File: src/design/tts_pkg.sv
`timescale 1ns / 1ps

package tts_pkg;

    localparam int SLOT_COUNT   = 16;
    localparam int SLOT_W       = (SLOT_COUNT > 1) ? $clog2(SLOT_COUNT) : 1;
    localparam int CNT_W        = $clog2(SLOT_COUNT + 1);
    localparam int ID_W         = 8;
    localparam int TIME_W       = 32;
    localparam int OP_W         = 2;
    localparam int EV_W         = 3;
    localparam int SLOT_FIELD_W = 4;

    localparam logic [OP_W-1:0] OP_ADD    = 2'd0;
    localparam logic [OP_W-1:0] OP_DEL    = 2'd1;
    localparam logic [OP_W-1:0] OP_UPDATE = 2'd2;
    localparam logic [OP_W-1:0] OP_DISP   = 2'd3;

    localparam logic [EV_W-1:0] EV_ADDED    = 3'd0;
    localparam logic [EV_W-1:0] EV_FULL     = 3'd1;
    localparam logic [EV_W-1:0] EV_DELETED  = 3'd2;
    localparam logic [EV_W-1:0] EV_RUN      = 3'd3;
    localparam logic [EV_W-1:0] EV_SCAN_END = 3'd4;

    typedef struct packed {
        logic [OP_W-1:0]   op;
        logic [ID_W-1:0]   id;
        logic [TIME_W-1:0] now;
        logic [TIME_W-1:0] delay;
        logic [TIME_W-1:0] per;
        logic              imm;
    } t_req;

    typedef struct packed {
        logic                    vld;
        logic [EV_W-1:0]         ev;
        logic [ID_W-1:0]         id;
        logic [SLOT_FIELD_W-1:0] slot;
        logic                    last;
    } t_res;

    typedef struct packed {
        logic [ID_W-1:0]   id;
        logic [TIME_W-1:0] due;
        logic [TIME_W-1:0] per;
        logic              imm;
    } t_slot_rec;

    localparam int REC_W = $bits(t_slot_rec);

    // Low bits of a slot index, zero-extended when the index is narrower.
    function automatic logic [SLOT_FIELD_W-1:0] slot_field(input logic [SLOT_W-1:0] idx);
        logic [SLOT_W+SLOT_FIELD_W-1:0] t;
        t = {{SLOT_FIELD_W{1'b0}}, idx};
        return t[SLOT_FIELD_W-1:0];
    endfunction

endpackage

File: src/design/tts_slot_ram.sv
`timescale 1ns / 1ps

module tts_slot_ram #(
    parameter int DEPTH = 16,
    parameter int WIDTH = 8,
    parameter int AW    = (DEPTH > 1) ? $clog2(DEPTH) : 1
) (
    input  logic             i_clk,
    input  logic             i_rd_en,
    input  logic [AW-1:0]    i_rd_addr,
    output logic [WIDTH-1:0] o_rd_data,
    input  logic             i_wr_en,
    input  logic [AW-1:0]    i_wr_addr,
    input  logic [WIDTH-1:0] i_wr_data
);

    logic [WIDTH-1:0] r_mem [DEPTH];
    logic [WIDTH-1:0] r_rd_data;

    always_ff @(posedge i_clk) begin
        if (i_wr_en) begin
            r_mem[i_wr_addr] <= i_wr_data;
        end
    end

    // hold read data when no read is issued
    always_ff @(posedge i_clk) begin
        if (i_rd_en) begin
            r_rd_data <= r_mem[i_rd_addr];
        end
    end

    assign o_rd_data = r_rd_data;

endmodule

File: src/design/tts_engine.sv
`timescale 1ns / 1ps

module tts_engine (
    input  logic          i_clk,
    input  logic          i_rst_n,
    input  logic          i_start,
    input  tts_pkg::t_req i_req,
    output logic          o_busy,
    input  logic          i_out_free,
    output tts_pkg::t_res o_res
);
    import tts_pkg::*;

    logic                  r_busy;
    t_req                  r_req;
    logic [CNT_W-1:0]      r_rd_cnt;
    logic                  r_ev_vld;
    logic [SLOT_W-1:0]     r_ev_idx;
    logic                  r_hit;
    logic                  r_pos_vld;
    logic [SLOT_W-1:0]     r_pos;
    logic [SLOT_COUNT-1:0] r_active;
    logic [SLOT_COUNT-1:0] r_pending;
    logic [SLOT_COUNT-1:0] r_written;

    logic                  rd_en;
    logic [SLOT_W-1:0]     rd_addr;
    logic [REC_W-1:0]      rd_raw;
    logic                  wr_en;
    logic [SLOT_W-1:0]     wr_addr;
    t_slot_rec             wr_rec;

    t_slot_rec             cur;
    logic                  due_hit;
    logic                  ev_emit;
    logic                  final_stage;
    logic                  adv;
    logic                  add_ok;
    logic                  scan_open;

    tts_slot_ram #(
        .DEPTH (SLOT_COUNT),
        .WIDTH (REC_W),
        .AW    (SLOT_W)
    ) u_ram (
        .i_clk     (i_clk),
        .i_rd_en   (rd_en),
        .i_rd_addr (rd_addr),
        .o_rd_data (rd_raw),
        .i_wr_en   (wr_en),
        .i_wr_addr (wr_addr),
        .i_wr_data (wr_rec)
    );

    // a slot never written reads as the empty record
    assign cur = r_written[r_ev_idx] ? t_slot_rec'(rd_raw) : '0;

    assign due_hit = r_active[r_ev_idx] && (cur.due != '0) && (cur.due <= r_req.now);

    assign ev_emit = r_ev_vld && (((r_req.op == OP_UPDATE) && due_hit && cur.imm)
                                  || ((r_req.op == OP_DISP) && r_pending[r_ev_idx]));

    assign scan_open   = (r_rd_cnt != CNT_W'(SLOT_COUNT));
    assign final_stage = r_busy && !scan_open && !r_ev_vld;
    assign adv         = !(ev_emit && !i_out_free);
    assign rd_en       = r_busy && scan_open && adv;
    assign rd_addr     = r_rd_cnt[SLOT_W-1:0];
    assign add_ok      = (r_req.id != '0) && (r_hit || r_pos_vld);
    assign o_busy      = r_busy;

    // Update write-backs go to the slot under evaluation while the next one is
    // read, and an add writes after the scan, so read and write never share an entry.
    always_comb begin
        wr_en   = 1'b0;
        wr_addr = r_ev_idx;
        wr_rec  = cur;
        if (r_ev_vld && adv && (r_req.op == OP_UPDATE) && due_hit) begin
            wr_en = 1'b1;
            if (cur.per != '0) begin
                wr_rec.due = r_req.now + cur.per;
            end else begin
                wr_rec.due = '0;
            end
        end else if (final_stage && i_out_free && (r_req.op == OP_ADD) && add_ok) begin
            wr_en   = 1'b1;
            wr_addr = r_pos;
            wr_rec  = '{id: r_req.id, due: r_req.now + r_req.delay,
                        per: r_req.per, imm: r_req.imm};
        end
    end

    always_comb begin
        o_res = '0;
        if (ev_emit) begin
            o_res = '{vld: 1'b1, ev: EV_RUN, id: cur.id,
                      slot: slot_field(r_ev_idx), last: 1'b0};
        end else if (final_stage) begin
            o_res.vld  = 1'b1;
            o_res.last = 1'b1;
            case (r_req.op)
                OP_ADD: begin
                    o_res.id = r_req.id;
                    if (add_ok) begin
                        o_res.ev   = EV_ADDED;
                        o_res.slot = slot_field(r_pos);
                    end else begin
                        o_res.ev = EV_FULL;
                    end
                end
                OP_DEL: begin
                    o_res.ev = EV_DELETED;
                    if (r_hit) begin
                        o_res.id   = r_req.id;
                        o_res.slot = slot_field(r_pos);
                    end
                end
                default: begin
                    o_res.ev = EV_SCAN_END;
                end
            endcase
        end
    end

    always_ff @(posedge i_clk) begin
        if (!i_rst_n) begin
            r_busy    <= 1'b0;
            r_rd_cnt  <= '0;
            r_ev_vld  <= 1'b0;
            r_hit     <= 1'b0;
            r_pos_vld <= 1'b0;
            r_active  <= '0;
            r_pending <= '0;
            r_written <= '0;
        end else if (i_start) begin
            r_busy    <= 1'b1;
            r_rd_cnt  <= '0;
            r_ev_vld  <= 1'b0;
            r_hit     <= 1'b0;
            r_pos_vld <= 1'b0;
        end else if (r_busy) begin
            if (adv) begin
                r_ev_vld <= rd_en;
                if (rd_en) begin
                    r_rd_cnt <= r_rd_cnt + 1'b1;
                end
            end
            if (r_ev_vld && adv) begin
                case (r_req.op)
                    OP_ADD: begin
                        // an id match wins over an earlier free slot
                        if (!r_hit && (cur.id == r_req.id)) begin
                            r_hit <= 1'b1;
                        end else if (!r_hit && !r_pos_vld && !r_active[r_ev_idx]) begin
                            r_pos_vld <= 1'b1;
                        end
                    end
                    OP_DEL: begin
                        if (!r_hit && (cur.id == r_req.id)) begin
                            r_hit               <= 1'b1;
                            r_active[r_ev_idx]  <= 1'b0;
                            r_pending[r_ev_idx] <= 1'b0;
                        end
                    end
                    OP_UPDATE: begin
                        if (due_hit) begin
                            if (!cur.imm) begin
                                r_pending[r_ev_idx] <= 1'b1;
                            end
                            if (cur.per == '0) begin
                                r_active[r_ev_idx] <= 1'b0;
                            end
                        end
                    end
                    default: begin
                        r_pending[r_ev_idx] <= 1'b0;
                    end
                endcase
            end
            if (final_stage && i_out_free) begin
                r_busy <= 1'b0;
                if ((r_req.op == OP_ADD) && add_ok) begin
                    r_written[r_pos] <= 1'b1;
                    r_active[r_pos]  <= 1'b1;
                    r_pending[r_pos] <= 1'b0;
                end
            end
        end
    end

    always_ff @(posedge i_clk) begin
        if (i_start) begin
            r_req <= i_req;
        end
        if (rd_en) begin
            r_ev_idx <= rd_addr;
        end
        if (r_busy && r_ev_vld && adv) begin
            if ((r_req.op == OP_ADD) && !r_hit && (cur.id == r_req.id)) begin
                r_pos <= r_ev_idx;
            end else if ((r_req.op == OP_ADD) && !r_hit && !r_pos_vld
                         && !r_active[r_ev_idx]) begin
                r_pos <= r_ev_idx;
            end else if ((r_req.op == OP_DEL) && !r_hit && (cur.id == r_req.id)) begin
                r_pos <= r_ev_idx;
            end
        end
    end

endmodule

File: src/design/timed_task_slot_scheduler.sv
`timescale 1ns / 1ps
// Timed task slot table with 16 slots (SLOT_COUNT in the package).
// Input channel (i_in_valid / o_in_ready) takes one request: add, delete,
// update timers or dispatch pending. Output channel (o_out_valid /
// i_out_ready) returns the results of that request in order; o_last marks
// the final one. Add and delete give one result; update gives one task-run
// result per due immediate slot and dispatch one per pending slot, in slot
// order, then a scan-end result. Each request scans all slots through the
// slot memory, one read per cycle while the output does not stall, with a
// registered read, and writes back the slot under evaluation while the next
// is read. The input stays busy until the last result of a request enters
// the output register, so a new request is accepted only after that. One
// request is in work at a time.
// Results sit in an output register; while the receiver stalls with that
// register full, the scan holds at the slot that wants to report.
// Reset clears all active, pending and written flags at once; unwritten slots
// read as empty (id 0, due 0), so the block accepts requests right after reset.

module timed_task_slot_scheduler (
    input  logic                              i_clk,
    input  logic                              i_rst_n,
    input  logic                              i_in_valid,
    output logic                              o_in_ready,
    input  logic [tts_pkg::OP_W-1:0]          i_operation,
    input  logic [tts_pkg::ID_W-1:0]          i_task_id,
    input  logic [tts_pkg::TIME_W-1:0]        i_now_ms,
    input  logic [tts_pkg::TIME_W-1:0]        i_first_delay,
    input  logic [tts_pkg::TIME_W-1:0]        i_period,
    input  logic                              i_immediate,
    output logic                              o_out_valid,
    input  logic                              i_out_ready,
    output logic [tts_pkg::EV_W-1:0]          o_event_res,
    output logic [tts_pkg::ID_W-1:0]          o_task_id_out,
    output logic [tts_pkg::SLOT_FIELD_W-1:0]  o_slot,
    output logic                              o_last
);
    import tts_pkg::*;

    logic  busy;
    logic  start;
    logic  out_free;
    t_req  req;
    t_res  res;

    logic                    r_out_valid;
    logic [EV_W-1:0]         r_event_res;
    logic [ID_W-1:0]         r_task_id_out;
    logic [SLOT_FIELD_W-1:0] r_slot;
    logic                    r_last;

    assign o_in_ready = !busy;
    assign start      = i_in_valid && !busy;
    assign out_free   = !r_out_valid || i_out_ready;

    assign req = '{op: i_operation, id: i_task_id, now: i_now_ms,
                   delay: i_first_delay, per: i_period, imm: i_immediate};

    tts_engine u_engine (
        .i_clk      (i_clk),
        .i_rst_n    (i_rst_n),
        .i_start    (start),
        .i_req      (req),
        .o_busy     (busy),
        .i_out_free (out_free),
        .o_res      (res)
    );

    always_ff @(posedge i_clk) begin
        if (!i_rst_n) begin
            r_out_valid <= 1'b0;
        end else if (out_free) begin
            r_out_valid <= res.vld;
        end
    end

    always_ff @(posedge i_clk) begin
        if (out_free && res.vld) begin
            r_event_res   <= res.ev;
            r_task_id_out <= res.id;
            r_slot        <= res.slot;
            r_last        <= res.last;
        end
    end

    assign o_out_valid   = r_out_valid;
    assign o_event_res   = r_event_res;
    assign o_task_id_out = r_task_id_out;
    assign o_slot        = r_slot;
    assign o_last        = r_last;

endmodule

File: config.mk
export PLATFORM = sky130hd
export DESIGN_NAME = timed_task_slot_scheduler
export DESIGN_NICKNAME = d
export VERILOG_FILES = /design/src/design/tts_pkg.sv /design/src/design/tts_slot_ram.sv /design/src/design/tts_engine.sv /design/src/design/timed_task_slot_scheduler.sv
export SDC_FILE = /design/constraint.sdc
export NUM_CORES = 2
export LEC_CHECK = 0
export ABC_AREA = 1
export BUFFER_PORTS_ARGS = -buffer_cell sky130_fd_sc_hd__buf_2
export CELL_PAD_IN_SITES_DETAIL_PLACEMENT = 1
export CELL_PAD_IN_SITES_GLOBAL_PLACEMENT = 2
export CORE_MARGIN = 8
export CORE_UTILIZATION = 47
export CTS_CLUSTER_SIZE = 16
export DETAILED_ROUTE_END_ITERATION = 12
export PLACE_DENSITY_LB_ADDON = 0.1
export SLEW_MARGIN = 20
export SYNTH_ARGS = -nofsm -noshare
export SYNTH_HDL_FRONTEND = slang
export SYNTH_SLANG_ARGS = --single-unit
File: constraint.sdc
create_clock -name i_clk -period 20.5 [get_ports i_clk]
set_input_delay 0 -clock i_clk [delete_from_list [all_inputs] [get_ports i_clk]]
set_output_delay 0 -clock i_clk [all_outputs]
set_load 0.005 [all_outputs]
==> flow_summary.ini <==
[run_status]
outcome = complete, no violations

[route]
ant_nets = 0
maxUsedRoutingLayer = met5
wl_per_cell_um = 27.1
wl_met3_mm = 14.6
vias_per_cell = 5.88
first_pass_iters = 5
drt_iter0_drc = 4206
routed-via-count = 43600
route.met2.wl_mm = 92.6
wirelength_mm = 201
route.layer.met1.wl_mm = 86.9
drc = 0

[synth]
ys_seq_area_share_pct = 69.6
synth-main-ff-cell = edfxtp_1
yosysMostFrequentCell = edfxtp_1
synthAdderAreaFrac_pct = 2.14
yosysWarningCount = 0
ys_types = 51
syn_avg_cell_area_um2 = 11.6
ys_top_cells_by_area = edfxtp_1 68%, o21ai_0 5.8%, nand2_1 5.0%
synth_top_area_share_pct = 67.7
synthCells = 5258
synth-seq-cells = 1430
synthesis.area_um2 = 60800
synth_top_family_by_area = simple AND/OR/NAND/NOR gates
synth-xor-area-share_pct = 0.864
synth_edf_count = 1372
synth_largest_area_cell = edfxtp_1
yosys-top-cells-count = 1372 x edfxtp_1, 813 x nand2_1, 763 x nor2_1
synth.area.mux_share_pct = 0
synth_nets = 5472
yosys.area_share.simple_pct = 12.1
async_reset_ff_share_pct = 0
synth_compound_area_share_pct = 11.7

[clocking]
postCtsSetupRepairBufs = 0
clockBufferDepth = 3
clk_pin_slew_ns = 0.06
clkLatencyLatePin_ns = 0.78
cts_resized = 0
cts-root-buf = clkbuf_16
htree_levels = 4
numClockSinks = 1430
cts_tree = built
cts_inserted_buffers = 150

[global_route]
grt_antenna_before_repair = 17
grt_overflow = 0
grt_first_pass_wirelength_mm = 296
grt_start_max_net_pins = 171
grt_usage_pct = 27.9
grt_pass1_vias = 44900

[floorplanning]
row_count = 132
core-area_um2 = 129000
top_level_ports = 129
die_area_um2 = 141000
die_w_um = 376
start_util_pct = 47.2
die_height_um = 376

[setup_path]
critPathKind = register to register
path_delay_family = simple AND/OR/NAND/NOR gates
cp_slowest_cell = nand2_1
cp-endpoint = u_engine.u_ram.r_mem[13][55]
start_kind = register
crit_start = u_engine.r_ev_idx[0]
crit_fanout = 64
timing.rr.start = u_engine.r_ev_idx[0]
crit-reg2reg-capture = u_engine.u_ram.r_mem[13][55]
cp.depth = 27
end_kind = register
crit_buf_inv = 5
worstPathRequired_ns = 20.90
rr_worst_depth = 27
cpPeakStageDelay_ns = 0.73
crit_top_cell = nand2_1
rrSetupSlack_ns = 11.92
cp.arrival_ns = 8.98

[sta]
setup_violations = 0
worstMarginPinSlew_ns = 1.23
finalClockSkew_ns = 0.0349
min_period_over_period_pct = 41.8
relSlewSlack_pct = 18.0
fin_tns_setup_ns = 0
hold_ws_ns = 0.0911
period_needed_ns = 8.58
slew_violations = 0
rsz0062_at_grt = false
finalHoldViolations = 0
fmax_ghz = 0.117

[cells_and_area]
areaGrowthSynthToFinish_pct = 15.6
stdcell_area_um2 = 70300
instances_no_fill = 7426
nFillCells = 13200
nNetsFinal = 5777
drive_above_1_share_pct = 8.90

[power]
total_power_mw = 6.18
leakage_nw = 23.8
p_per_area_nw_per_um2 = 87.9
max-vdd-ir-drop_mv = 0.0894

[placement]
dpl_cell_area_um2 = 63500
gp_routability_congestion = 0.836
port-buffer-count = 128
dpl.hpwl_mm = 118
dp.cells = 6933

[hold_path]
hold_path_class = primary input to register

[job]
cap_violations = 0
==> repair_timing <==
| item | in CTS | in global routing |
|---|---|---|
| hold endpoints to repair | 180 | 0 |
| hold buffers | 216 | 0 |
| endpoints found under the setup margin | 0 | 0 |
==> where the power goes <==
part / switching, mW / internal, mW
clock: 1.15 / 1.46
combinational: 0.239 / 0.118
sequential: 0.0268 / 3.19
==> worst register-to-register path: stages (launching register included) <==
cell and delay (ns):
edfxtp_1 0.69, inv_2 0.23, nand2_1 0.10, nand2_1 0.05
nand2_1 0.07, nand2_1 0.06, nand2_1 0.07, nand2_2 0.08
nor2_4 0.10, buf_4 0.58, nor2_1 0.24, ha_1 0.35
a21oi_1 0.08, o21a_1 0.17, o221ai_1 0.34, a221oi_1 0.17
nand2_1 0.10, nand2_1 0.17, nand4_1 0.14, nand2_1 0.12
a21oi_4 0.14, buf_4 0.53, nand2_2 0.61, nand2_1 0.75
nand3_2 0.38, nor2_4 0.63, buf_4 0.66, buf_4 0.61
==> worst min path at each step <==
stage	from	endpoint	slack, ns	cells past startpoint
floorplan	i_immediate	u_engine.r_req[0]	0.1	0
global placement	i_period[17]	u_engine.r_req[18]	0.18	1
detailed placement	i_period[7]	u_engine.r_req[8]	0.18	1
CTS	i_now_ms[3]	u_engine.r_req[68]	0.002	2
global route	i_now_ms[3]	u_engine.r_req[68]	0.04	2
finish	i_now_ms[3]	u_engine.r_req[68]	0.09	2
==> final cells by class <==
class / instances / area [µm²] / area share (%)
repair buffers: 444 / 3630 / 5.15
multi-input cells: 3277 / 16500 / 23.5
well taps: 1742 / 2180 / 3.10
diodes: 7 / 17.5 / 0.0249
clock buffers: 192 / 3950 / 5.62
inverters: 260 / 1000 / 1.42
clock inverters: 74 / 672 / 0.955
flip-flops and latches: 1430 / 42400 / 60.2
==> per-stage QoR <==
| stage | utilization [%] | worst slack, ns |
|---|---|---|
| 2_1_floorplan | - | 13.47 |
| 3_3_place_gp | 49.2 | 12.00 |
| 3_5_place_dp | 49.2 | 11.88 |
| 4_1_cts | 54.5 | 11.86 |
| 5_1_grt | 54.5 | 11.39 |
| 6_report | 54.5 | 11.92 |
==> cell usage in the layout (no fill, tap or decap), types with 91 or more instances in the layout <==
cell type	netlist	layout
nand4_1	105	105
clkbuf_16	0	152
buf_4	1	91
nor2_1	763	741
edfxtp_1	1372	1372
inv_1	249	244
nand3_1	93	93
ha_1	101	100
nand2_1	813	813
a21oi_1	148	147
o21ai_0	709	707
o22ai_1	318	316
buf_2	14	129
dlygate4sd3_1	0	216
==> flip-flops by register name (all words and copies together) (netlist names) <==
name and flops:
o_event_res 3, u_engine.r_pos 4, u_engine.r_pos_vld 1, o_slot 4
u_engine.r_ev_idx 4, u_engine.r_active 16, u_engine.r_ev_vld 1, o_out_valid 1
u_engine.r_written 16, u_engine.r_pending 16, u_engine.r_req 107, o_last 1
u_engine.r_hit 1, o_task_id_out 8, u_engine.u_ram.r_mem 1168, u_engine.u_ram.o_rd_data 73
u_engine.r_rd_cnt 5, u_engine.o_busy 1
==> metal layers <==
metal	vias to the layer above	GRT usage, %
li1	19600	-
met4	12	9.56
met5	-	0
met2	1496	44.1
met3	335	6.16
met1	22200	38.1
==> cells by family after synthesis <==
family	Yosys count
AOI/OAI and AO/OA	1292
buffers and inverters	551
xor gates and xnor gates	60
adders and majority gates	103
and+or+nand+nor	1822
DFF	1430
No activity file was read; power rests on OpenSTA's default activity.
